<file path="src/rtl/apoc_pkg.sv">
// Shared types and constants of the accelerometer pitch offset calibrator.
package apoc_pkg;

    localparam int PITCH_LIMIT = 23040;
    localparam logic [31:0] INV_GAIN_Q30 = 32'd652032874;

    typedef logic signed [47:0] cval_t;

    function automatic logic [22:0] atan_deg(input logic [4:0] i);
        case (i)
            5'd0: atan_deg = 23'd2949120;
            5'd1: atan_deg = 23'd1740967;
            5'd2: atan_deg = 23'd919879;
            5'd3: atan_deg = 23'd466945;
            5'd4: atan_deg = 23'd234379;
            5'd5: atan_deg = 23'd117304;
            5'd6: atan_deg = 23'd58666;
            5'd7: atan_deg = 23'd29335;
            5'd8: atan_deg = 23'd14668;
            5'd9: atan_deg = 23'd7334;
            5'd10: atan_deg = 23'd3667;
            5'd11: atan_deg = 23'd1833;
            5'd12: atan_deg = 23'd917;
            5'd13: atan_deg = 23'd458;
            5'd14: atan_deg = 23'd229;
            5'd15: atan_deg = 23'd115;
            5'd16: atan_deg = 23'd57;
            5'd17: atan_deg = 23'd29;
            5'd18: atan_deg = 23'd14;
            5'd19: atan_deg = 23'd7;
            5'd20: atan_deg = 23'd4;
            5'd21: atan_deg = 23'd2;
            5'd22: atan_deg = 23'd1;
            default: atan_deg = 23'd0;
        endcase
    endfunction

endpackage

</file>
<file path="src/rtl/accel_pitch_offset_calibrator_top.sv">
// Top level of the accelerometer pitch offset calibrator.
// On a run's last sample two restoring divisions form the means before the result is offered.
// The shared CORDIC shift-add unit and the divider handle one sample at a time, so no new
// sample is accepted before the last one's result has been taken.
// Input ready is low while busy and while a result waits; reset (aresetn low, synchronous)
// clears the sample counter, sums, held means, the stored sample and the output valid flag.
module accel_pitch_offset_calibrator_top #(
    parameter int CORDIC_STEPS = 16,
    parameter int SAMPLE_BITS = 16
) (
    input  logic                     aclk,
    input  logic                     aresetn,
    input  logic                     s_tvalid,
    output logic                     s_tready,
    // accel_x, accel_y, accel_z, gyro_y from the lowest bit up, zero filled.
    input  logic [((4*SAMPLE_BITS+7)/8)*8-1:0] s_tdata,
    // read_ok.
    input  logic                     s_tuser,
    output logic                     m_tvalid,
    input  logic                     m_tready,
    // pitch, pitch_offset, gyro_offset from the lowest bit up.
    output logic [55:0]              m_tdata,
    // calibration_done.
    output logic                     m_tuser,
    input  logic                     cfg_we,
    input  logic [0:0]               cfg_index,
    input  logic [14:0]              cfg_data
);

    localparam int SB = SAMPLE_BITS;
    localparam int GUARD = 30 - SB;
    localparam int NS = (CORDIC_STEPS > 24) ? 24 : CORDIC_STEPS;
    localparam logic [4:0] LAST_STEP = 5'(NS - 1);
    localparam logic [0:0] REG_AVG = 1'b0;
    localparam logic [0:0] REG_DISC = 1'b1;

    localparam logic [2:0] ST_IDLE = 3'd0;
    localparam logic [2:0] ST_MAG = 3'd1;
    localparam logic [2:0] ST_GAIN = 3'd2;
    localparam logic [2:0] ST_ANG = 3'd3;
    localparam logic [2:0] ST_ACC = 3'd4;
    localparam logic [2:0] ST_DIV = 3'd5;
    localparam logic [2:0] ST_OUT = 3'd6;

    logic [2:0] state_reg, state_next;
    logic [14:0] avg_reg;
    logic [9:0] disc_reg;
    logic signed [SB-1:0] ax_reg, ay_reg, az_reg, gy_reg;
    logic [15:0] cnt_reg;
    logic [31:0] psum_reg, gsum_reg;
    logic signed [15:0] hpm_reg;
    logic signed [23:0] hgm_reg;
    apoc_pkg::cval_t x_reg, y_reg;
    logic signed [24:0] ang_reg;
    logic [4:0] step_reg;
    logic signed [15:0] pitch_reg;
    logic done_reg;
    logic [5:0] dcnt_reg;
    logic [41:0] q_reg;
    logic [15:0] rem_reg;
    logic dneg_reg, dsel_reg;
    logic [41:0] pmag_reg;
    logic out_full_reg;

    apoc_pkg::cval_t xs, ys, xn, yn;
    logic [16:0] end_w;
    logic sum_en, done_w;
    logic [15:0] rem_sh;
    logic [16:0] rem_try;
    logic [63:0] gain_prod;
    logic signed [25:0] rnd;
    logic signed [24:0] rnd_sh;
    logic signed [15:0] pitch_w;
    logic [41:0] q_fin;
    logic signed [42:0] qs;
    logic signed [31:0] psum_s, gsum_s;

    assign xs = x_reg >>> step_reg;
    assign ys = y_reg >>> step_reg;
    assign xn = y_reg[47] ? x_reg - ys : x_reg + ys;
    assign yn = y_reg[47] ? y_reg + xs : y_reg - xs;
    assign end_w = {7'd0, disc_reg} + {2'd0, avg_reg};
    assign sum_en = ({1'b0, cnt_reg} > {7'd0, disc_reg}) && ({1'b0, cnt_reg} <= end_w);
    assign done_w = {1'b0, cnt_reg} >= end_w;
    assign gain_prod = x_reg[31:0] * apoc_pkg::INV_GAIN_Q30;
    assign rnd = 26'(ang_reg) + 26'sd128;
    assign rnd_sh = 25'(rnd >>> 8);
    assign pitch_w = (rnd_sh > 25'(apoc_pkg::PITCH_LIMIT)) ? 16'(apoc_pkg::PITCH_LIMIT)
                   : (rnd_sh < -25'(apoc_pkg::PITCH_LIMIT)) ? -16'(apoc_pkg::PITCH_LIMIT)
                   : 16'(rnd_sh);
    assign rem_sh = {rem_reg[14:0], pmag_reg[41]};
    assign rem_try = {1'b0, rem_sh} - {2'b0, avg_reg};
    assign q_fin = {q_reg[40:0], ~rem_try[16]};
    assign qs = dneg_reg ? -$signed({1'b0, q_fin}) : $signed({1'b0, q_fin});
    assign psum_s = $signed(psum_reg);
    assign gsum_s = $signed(gsum_reg);

    assign s_tready = (state_reg == ST_IDLE) && !out_full_reg;
    assign m_tvalid = out_full_reg;

    always_comb begin
        state_next = state_reg;
        case (state_reg)
            ST_IDLE: if (s_tvalid && s_tready) state_next = ST_MAG;
            ST_MAG:  if (step_reg == LAST_STEP) state_next = ST_GAIN;
            ST_GAIN: state_next = ST_ANG;
            ST_ANG:  if (step_reg == LAST_STEP || (x_reg == 0 && y_reg == 0))
                         state_next = ST_ACC;
            ST_ACC:  state_next = done_w ? ST_DIV : ST_OUT;
            ST_DIV:  if (dcnt_reg == 6'd41 && dsel_reg) state_next = ST_OUT;
            ST_OUT:  state_next = ST_IDLE;
            default: state_next = ST_IDLE;
        endcase
    end

    always_ff @(posedge aclk) begin
        if (!aresetn) begin
            state_reg <= ST_IDLE;
            avg_reg <= 15'd256;
            disc_reg <= 10'd100;
            ax_reg <= '0; ay_reg <= '0; az_reg <= '0; gy_reg <= '0;
            cnt_reg <= '0;
            psum_reg <= '0;
            gsum_reg <= '0;
            hpm_reg <= '0;
            hgm_reg <= '0;
            out_full_reg <= 1'b0;
        end else begin
            state_reg <= state_next;
            if (cfg_we) begin
                case (cfg_index)
                    REG_AVG:  avg_reg <= cfg_data;
                    REG_DISC: disc_reg <= cfg_data[9:0];
                    default: ;
                endcase
            end
            if (m_tvalid && m_tready) out_full_reg <= 1'b0;
            case (state_reg)
                ST_IDLE: begin
                    step_reg <= '0;
                    if (s_tvalid && s_tready && s_tuser) begin
                        ax_reg <= s_tdata[SB-1:0];
                        ay_reg <= s_tdata[2*SB-1:SB];
                        az_reg <= s_tdata[3*SB-1:2*SB];
                        gy_reg <= s_tdata[4*SB-1:3*SB];
                        x_reg <= 48'(s_tdata[3*SB-1] ? -48'($signed(s_tdata[3*SB-1:2*SB]))
                                 : 48'($signed(s_tdata[3*SB-1:2*SB]))) <<< GUARD;
                        y_reg <= 48'(s_tdata[2*SB-1] ? -48'($signed(s_tdata[2*SB-1:SB]))
                                 : 48'($signed(s_tdata[2*SB-1:SB]))) <<< GUARD;
                    end else begin
                        x_reg <= 48'(az_reg[SB-1] ? -48'(az_reg) : 48'(az_reg)) <<< GUARD;
                        y_reg <= 48'(ay_reg[SB-1] ? -48'(ay_reg) : 48'(ay_reg)) <<< GUARD;
                    end
                end
                ST_MAG: begin
                    x_reg <= xn;
                    y_reg <= yn;
                    step_reg <= step_reg + 5'd1;
                end
                ST_GAIN: begin
                    x_reg <= 48'((gain_prod + 64'(1 << 29)) >> 30);
                    y_reg <= 48'(ax_reg) <<< GUARD;
                    ang_reg <= '0;
                    step_reg <= '0;
                end
                ST_ANG: begin
                    if (!(x_reg == 0 && y_reg == 0 && step_reg == 0)) begin
                        x_reg <= xn;
                        y_reg <= yn;
                        ang_reg <= y_reg[47] ? ang_reg - 25'(apoc_pkg::atan_deg(step_reg))
                                             : ang_reg + 25'(apoc_pkg::atan_deg(step_reg));
                    end
                    step_reg <= step_reg + 5'd1;
                end
                ST_ACC: begin
                    pitch_reg <= pitch_w;
                    done_reg <= done_w;
                    dcnt_reg <= '0;
                    dsel_reg <= 1'b0;
                    rem_reg <= '0;
                    q_reg <= '0;
                    if (sum_en) begin
                        psum_reg <= psum_reg + 32'(pitch_w);
                        gsum_reg <= gsum_reg + 32'(gy_reg);
                    end
                    if (done_w) begin
                        cnt_reg <= '0;
                        dneg_reg <= sum_en ? ((psum_s + 32'(pitch_w)) < 0) : (psum_s < 0);
                        pmag_reg <= 42'(sum_en ? ((psum_s + 32'(pitch_w)) < 0
                            ? -(psum_s + 32'(pitch_w)) : psum_s + 32'(pitch_w))
                            : (psum_s < 0 ? -psum_s : psum_s));
                    end else begin
                        cnt_reg <= cnt_reg + 16'd1;
                    end
                end
                ST_DIV: begin
                    if (dcnt_reg == 6'd41) begin
                        dcnt_reg <= '0;
                        rem_reg <= '0;
                        q_reg <= '0;
                        if (!dsel_reg) begin
                            dsel_reg <= 1'b1;
                            hpm_reg <= (avg_reg == 0) ? 16'sd0
                                : (qs > 43'(apoc_pkg::PITCH_LIMIT)) ? 16'(apoc_pkg::PITCH_LIMIT)
                                : (qs < -43'(apoc_pkg::PITCH_LIMIT)) ? -16'(apoc_pkg::PITCH_LIMIT)
                                : 16'(qs);
                            dneg_reg <= gsum_s < 0;
                            pmag_reg <= 42'(gsum_s < 0 ? -33'(gsum_s) : 33'(gsum_s)) << 8;
                        end else begin
                            hgm_reg <= (avg_reg == 0) ? 24'sd0
                                : (qs > 43'sd8388607) ? 24'sd8388607
                                : (qs < -43'sd8388608) ? 24'sh800000
                                : 24'(qs);
                        end
                    end else begin
                        if (rem_try[16]) rem_reg <= rem_sh;
                        else rem_reg <= rem_try[15:0];
                        q_reg <= q_fin;
                        pmag_reg <= {pmag_reg[40:0], 1'b0};
                        dcnt_reg <= dcnt_reg + 6'd1;
                    end
                end
                ST_OUT: begin
                    out_full_reg <= 1'b1;
                    if (done_reg) begin
                        psum_reg <= '0;
                        gsum_reg <= '0;
                    end
                end
                default: ;
            endcase
        end
    end

    assign m_tdata = {hgm_reg, hpm_reg, pitch_reg};
    assign m_tuser = done_reg;

    a_no_accept_busy: assert property (@(posedge aclk) disable iff (!aresetn)
        (state_reg != ST_IDLE) |-> !s_tready) else $error("accept while busy");
    a_out_hold: assert property (@(posedge aclk) disable iff (!aresetn)
        (m_tvalid && !m_tready) |=> m_tvalid) else $error("result dropped");
    a_div_only_done: assert property (@(posedge aclk) disable iff (!aresetn)
        (state_reg == ST_DIV) |-> done_reg) else $error("division without done");

endmodule

</file>
<file path="config.mk">
export PLATFORM = sky130hd
export DESIGN_NAME = accel_pitch_offset_calibrator_top
export DESIGN_NICKNAME = d
export VERILOG_FILES = /design/src/rtl/apoc_pkg.sv /design/src/rtl/accel_pitch_offset_calibrator_top.sv
export SDC_FILE = /design/constraint.sdc
export NUM_CORES = 2
export LEC_CHECK = 0
export BUFFER_PORTS_ARGS = -buffer_cell sky130_fd_sc_hd__buf_2
export CAP_MARGIN = 20
export CELL_PAD_IN_SITES_DETAIL_PLACEMENT = 1
export CELL_PAD_IN_SITES_GLOBAL_PLACEMENT = 1
export CORE_MARGIN = 8
export CORE_UTILIZATION = 43
export DETAILED_ROUTE_END_ITERATION = 8
export PLACE_DENSITY_LB_ADDON = 0.1
export SYNTH_ARGS = -nofsm -noshare
export SYNTH_HDL_FRONTEND = slang
export SYNTH_SLANG_ARGS = --single-unit
</file>
<file path="constraint.sdc">
create_clock -name aclk -period 22.2 [get_ports aclk]
set_clock_uncertainty 0.1 [all_clocks]
set_input_delay 1.11 -clock aclk [delete_from_list [all_inputs] [get_ports aclk]]
set_output_delay 1.11 -clock aclk [all_outputs]
set_load 0.03 [all_outputs]
</file>
Word level (Yosys, flattened, before mapping). Memory sizes are Yosys's and may differ from the RTL's. A register that Yosys moved wholly into a read port is not among the register bits. Cells that the tools add are included.

Bits in registers: 462. Latch bits: 0. Bits in writable memories: 0. Memory bits (read-only): 1408. Bits of input ports: 86. Output and inout bits: 59. Memories kept: 2.

Memories: (name not given) (depth 32, width 22, rd ports 1, clocked after memory_dff 1, wr ports 0, line apoc_pkg.sv:10) `case (i)`; (name not given) (depth 32, width 22, rd ports 1, clocked after memory_dff 1, wr ports 0, line apoc_pkg.sv:10).

Add/subtract/negate cells: 25. Multipliers: 1. Divide/modulo/power cells: 0. Order comparisons: 12. Eq/ne operators: 19. Shifts and indexed selects: 2. Mux-type cells: 69. Bitwise gates (word level): 3. Reductions and logical operators: 38.

Operators by type and width (number): one-hot mux 48 bit (4 select lines) (2); 2-to-1 mux 48 bit (6); 2-to-1 mux 42 bit (6); 2-to-1 mux 34 bit (5); 2-to-1 mux 23 bit (6); negation 16 -> 34 bit (4); one-hot mux 32 bit (2 select lines) (2); adder 48 bit (2); zero test 48 bit (2); less-than comparator 32 x 1 -> 1 bit, second input constant (3); 2-to-1 mux 16 bit (6); 2-to-1 mux 32 bit (3); >>> shifter 48 x 5 -> 48 bit (2); subtractor 48 bit (2); one-hot mux 42 bit (2 select lines) (1); one-hot mux 41 bit (2 select lines) (1); 2-to-1 mux 24 bit (3); adder 32 bit (2); adder 62 x 30 -> 63 bit, second input constant (1); multiplier 32 x 29 -> 61 bit, second input constant (1); 2-to-1 mux 25 bit (2); one-hot mux 25 bit (2 select lines) (1); greater-than comparator 43 x 16 -> 1 bit, second input constant (1); greater-than comparator 43 x 24 -> 1 bit, second input constant (1); other kinds (56) (104).

Depth between registers and ports, before layout.
Depth in word-level cells: 10. Gate-level depth with buffers: 32.

Worst setup path before layout. No wires, ideal clock.

Path kind: register to register. Start: register x_reg[12]. End: register x_reg[30], data pin. Data arrival time: 8.429 ns. Required time: 21.829 ns. Slack: 13.400 ns. Cell stages (with the launch flop): 30. Period minus slack after synthesis: 8.800 ns. Cells stage by stage: edfxtp_1 -> inv_1 -> fa_1 -> fa_1 -> inv_1 -> fa_1 -> inv_1 -> fa_1 -> inv_1 -> fa_1 -> fa_1 -> fa_1 -> inv_1 -> fa_1 -> inv_1 -> ha_1 -> clkbuf_1 -> nand2_1 -> o21ai_0 -> nor3_1 -> a221o_1 -> nor3b_1 -> nand2_1 -> nor3b_1 -> or4b_2 -> clkbuf_1 -> nor2_1 -> nor4b_1 -> xnor2_1 -> o22ai_1.

Longest elaborated chain between the ends: 4. Elaborated cells on any way between the ends: 7. Classes of those cells: add/sub (3); mul (1); mux (3).

RTL lines: from (decl) (line accel_pitch_offset_calibrator_top.sv:53) `apoc_pkg::cval_t x_reg, y_reg;`; from (signal assigned) (line accel_pitch_offset_calibrator_top.sv:146) `x_reg <= 48'(s_tdata[3*SB-1] ? -48'($signed(s_tdata[3*SB-1:2*SB]))`; from (signal assigned) (line accel_pitch_offset_calibrator_top.sv:151) `x_reg <= 48'(az_reg[SB-1] ? -48'(az_reg) : 48'(az_reg)) <<< GUARD;`; from (signal assigned) (line accel_pitch_offset_calibrator_top.sv:156) `x_reg <= xn;`; branches (longest 3 deep; another with adder 62 x 30 -> 63 bit); one-hot mux 48 bit (4 select lines) (*) (line accel_pitch_offset_calibrator_top.sv:138) `case (state_reg)`.

Every way passes the cells marked *. The select of a mux whose other input is x is not followed. A chain may end at the register's enable or synchronous reset.

Worst setup path in the final report.
Start: register x_reg[13]. End: register x_reg[18], data pin.

Same word-level chain as after synthesis.

==> flow_summary.json <==
{
  "status": "completed",
  "yosysTopAreaCellShare": 0.1471,
  "maxSlewHeadroom": 0.2349,
  "yosys.area.top_type": "fa_1",
  "wl_um": 220300,
  "postCtsHoldBufs": 0,
  "coreArea_um2": 145700,
  "dr.pass1.iters": 5,
  "die_height_um": 399.3,
  "hold_ws_ps": 353.4,
  "rsz0062_at_grt": "false",
  "grt_max_degree": 133,
  "start_util": 0.4334,
  "r2r_cells": 27,
  "gr-total-overflow": 0,
  "worst_slew_pin_slew_ps": 1137,
  "antenna_found_initial": 4,
  "clk_pin_slew_ps": 60,
  "chipWidth_um": 399.3,
  "hold_violations": 0,
  "fin_util": 0.4655,
  "yosys.cell_types.count": 97,
  "holdPathEnd": "hpm_reg[6]$_SDFFE_PN0P_",
  "grt_pass1_vias": 56580,
  "ys_ff_latch": 484,
  "yosysMostFrequentCell": "inv_1",
  "path_buf_inv": 6,
  "rows": 140,
  "cts_max_path_buffers": 3,
  "crit_type": "reg -> reg",
  "synth_area_per_cell_um2": 8.683,
  "gp_congestion": 0.9483,
  "grt_pass1_wl_um": 340600,
  "synthTopCellsByCount": "inv_1, nand2_1, ha_1",
  "yosysSeqAreaShare": 0.1929,
  "portBuffers": 144,
  "ant_nets": 0,
  "grt_usage": 0.2696,
  "area_growth_pct": 7.403,
  "cts_root_buffer": "clkbuf_16",
  "synth_edf_count": 249,
  "nets": 8426,
  "yosys_most_used_dff": "edfxtp_1",
  "min_path_type": "reg -> reg",
  "yosysWarnings": 0,
  "cp_max_fo": 12,
  "clock_latency_ps": 700,
  "period_share": 0.4744,
  "cap_violations": 0,
  "synth_area_leaders": "fa_1, ha_1, edfxtp_1",
  "vias": 54870,
  "final.min_clock_period_ps": 10530,
  "setup_ws_ps": 11670,
  "htree_levels": 2,
  "io_pins": 145,
  "setup_viol": 0,
  "cp_top_family": "adder cells",
  "synthCells": 7274,
  "max_freq_mhz": 94.96,
  "hold_start": "hpm_reg[6]$_SDFFE_PN0P_",
  "drive_gt1_frac": 0.07452,
  "post_cts_resized": 0,
  "r2r-start": "x_reg[13]$_DFFE_PP_",
  "tns_ps": 0,
  "wl_per_cell_um": 23.90,
  "start_kind": "flop",
  "end_kind": "flop",
  "cpPeakStageDelay_ps": 820,
  "drt_iter0_drc": 3923,
  "post-place-ws_ps": 11760,
  "r2r_end": "x_reg[18]$_DFFE_PP_",
  "cts_sinks": 484,
  "reg2reg_setup_slack_ps": 11670,
  "dieArea_um2": 159400,
  "drt_drc_violations_left": 0,
  "slowest_stage": "or4b_2",
  "post-cts-setup-buffers": 0,
  "cts_tree": "done",
  "critPathArrivalTime_ps": 10800,
  "cp.required_ps": 22460,
  "drv_slew": 0,
  "cp_common_cell": "fa_1",
  "dp_hpwl_um": 177400,
  "cts_buffers": 61,
  "synth_area_um2": 63160,
  "via_per_inst": 5.951,
  "hold_depth": 2,
  "async_flop_share": 0,
  "synthesis.nets": 8453
}
==> per-stage QoR <==
stage	instance area, µm²	instances
after floorplan	63160	7274
after global placement	65660	9097
after detailed placement	65660	9097
after CTS	67800	9213
after global routing	67830	9217
final	67840	9219
==> tightest hold or removal path, cell delays in order, from the launching register on <==
cell,delay (ps)
dfxtp_1,320
nand2_1,40
o21ai_0,50
==> worst max-delay path by stage <==
stage                                   start                  end  slack, ps  depth (start not counted)
after floorplan           x_reg[12]$_DFFE_PP_  x_reg[30]$_DFFE_PP_      13400                         29
after global placement    x_reg[13]$_DFFE_PP_  x_reg[14]$_DFFE_PP_      11930                         27
after detailed placement  x_reg[11]$_DFFE_PP_  x_reg[18]$_DFFE_PP_      11760                         27
after CTS                 x_reg[11]$_DFFE_PP_  x_reg[18]$_DFFE_PP_      11750                         27
after global routing      x_reg[12]$_DFFE_PP_  x_reg[18]$_DFFE_PP_      11150                         27
final                     x_reg[13]$_DFFE_PP_  x_reg[18]$_DFFE_PP_      11670                         27
==> per-layer routing <==
metal	routed length, µm	global-route usage	up-vias	part of all wire
met5	23	0	-	0.00010
li1	-	-	25380	-
met3	11850	0.03378	299	0.054
met4	6249	0.07009	4	0.028
met1	101800	0.3820	27770	0.46
met2	100400	0.4352	1417	0.46
==> kinds of logic after synthesis <==
logic type | count (synthesis) | synth area share
compound gates | 1728 | 0.1767
xor+xnor | 530 | 0.07349
fa+ha+maj | 1093 | 0.2717
buf+inv | 1171 | 0.07106
flops | 484 | 0.1929
mux | 242 | 0.06157
simple gates | 2026 | 0.1527
==> layout by cell type, fill, tap and decap left out, drive strengths merged, types with 233 or more instances in the layout <==
cell    synthesis  layout
xor2          233     233
nand2         731     731
o21ai         422     422
edfxtp        249     249
inv           863     864
fa            464     464
nor2          444     444
xnor2         297     297
ha            629     629
a21oi         413     413
dfxtp         235     235
==> cell type report <==
class / instances / area (µm²)
clock buffers: 84 / 1773
inverters: 865 / 3249
clock inverters: 32 / 369.1
fillers: 17210 / 77900
flip-flops and latches: 484 / 12180
multi-input cells: 5619 / 46570
diodes: 2 / 5.005
well taps: 1917 / 2399
repair buffers: 216 / 1286
Power is not shown: default switching activity piles up to over one toggle a cycle in this logic, so the estimate is an artifact.
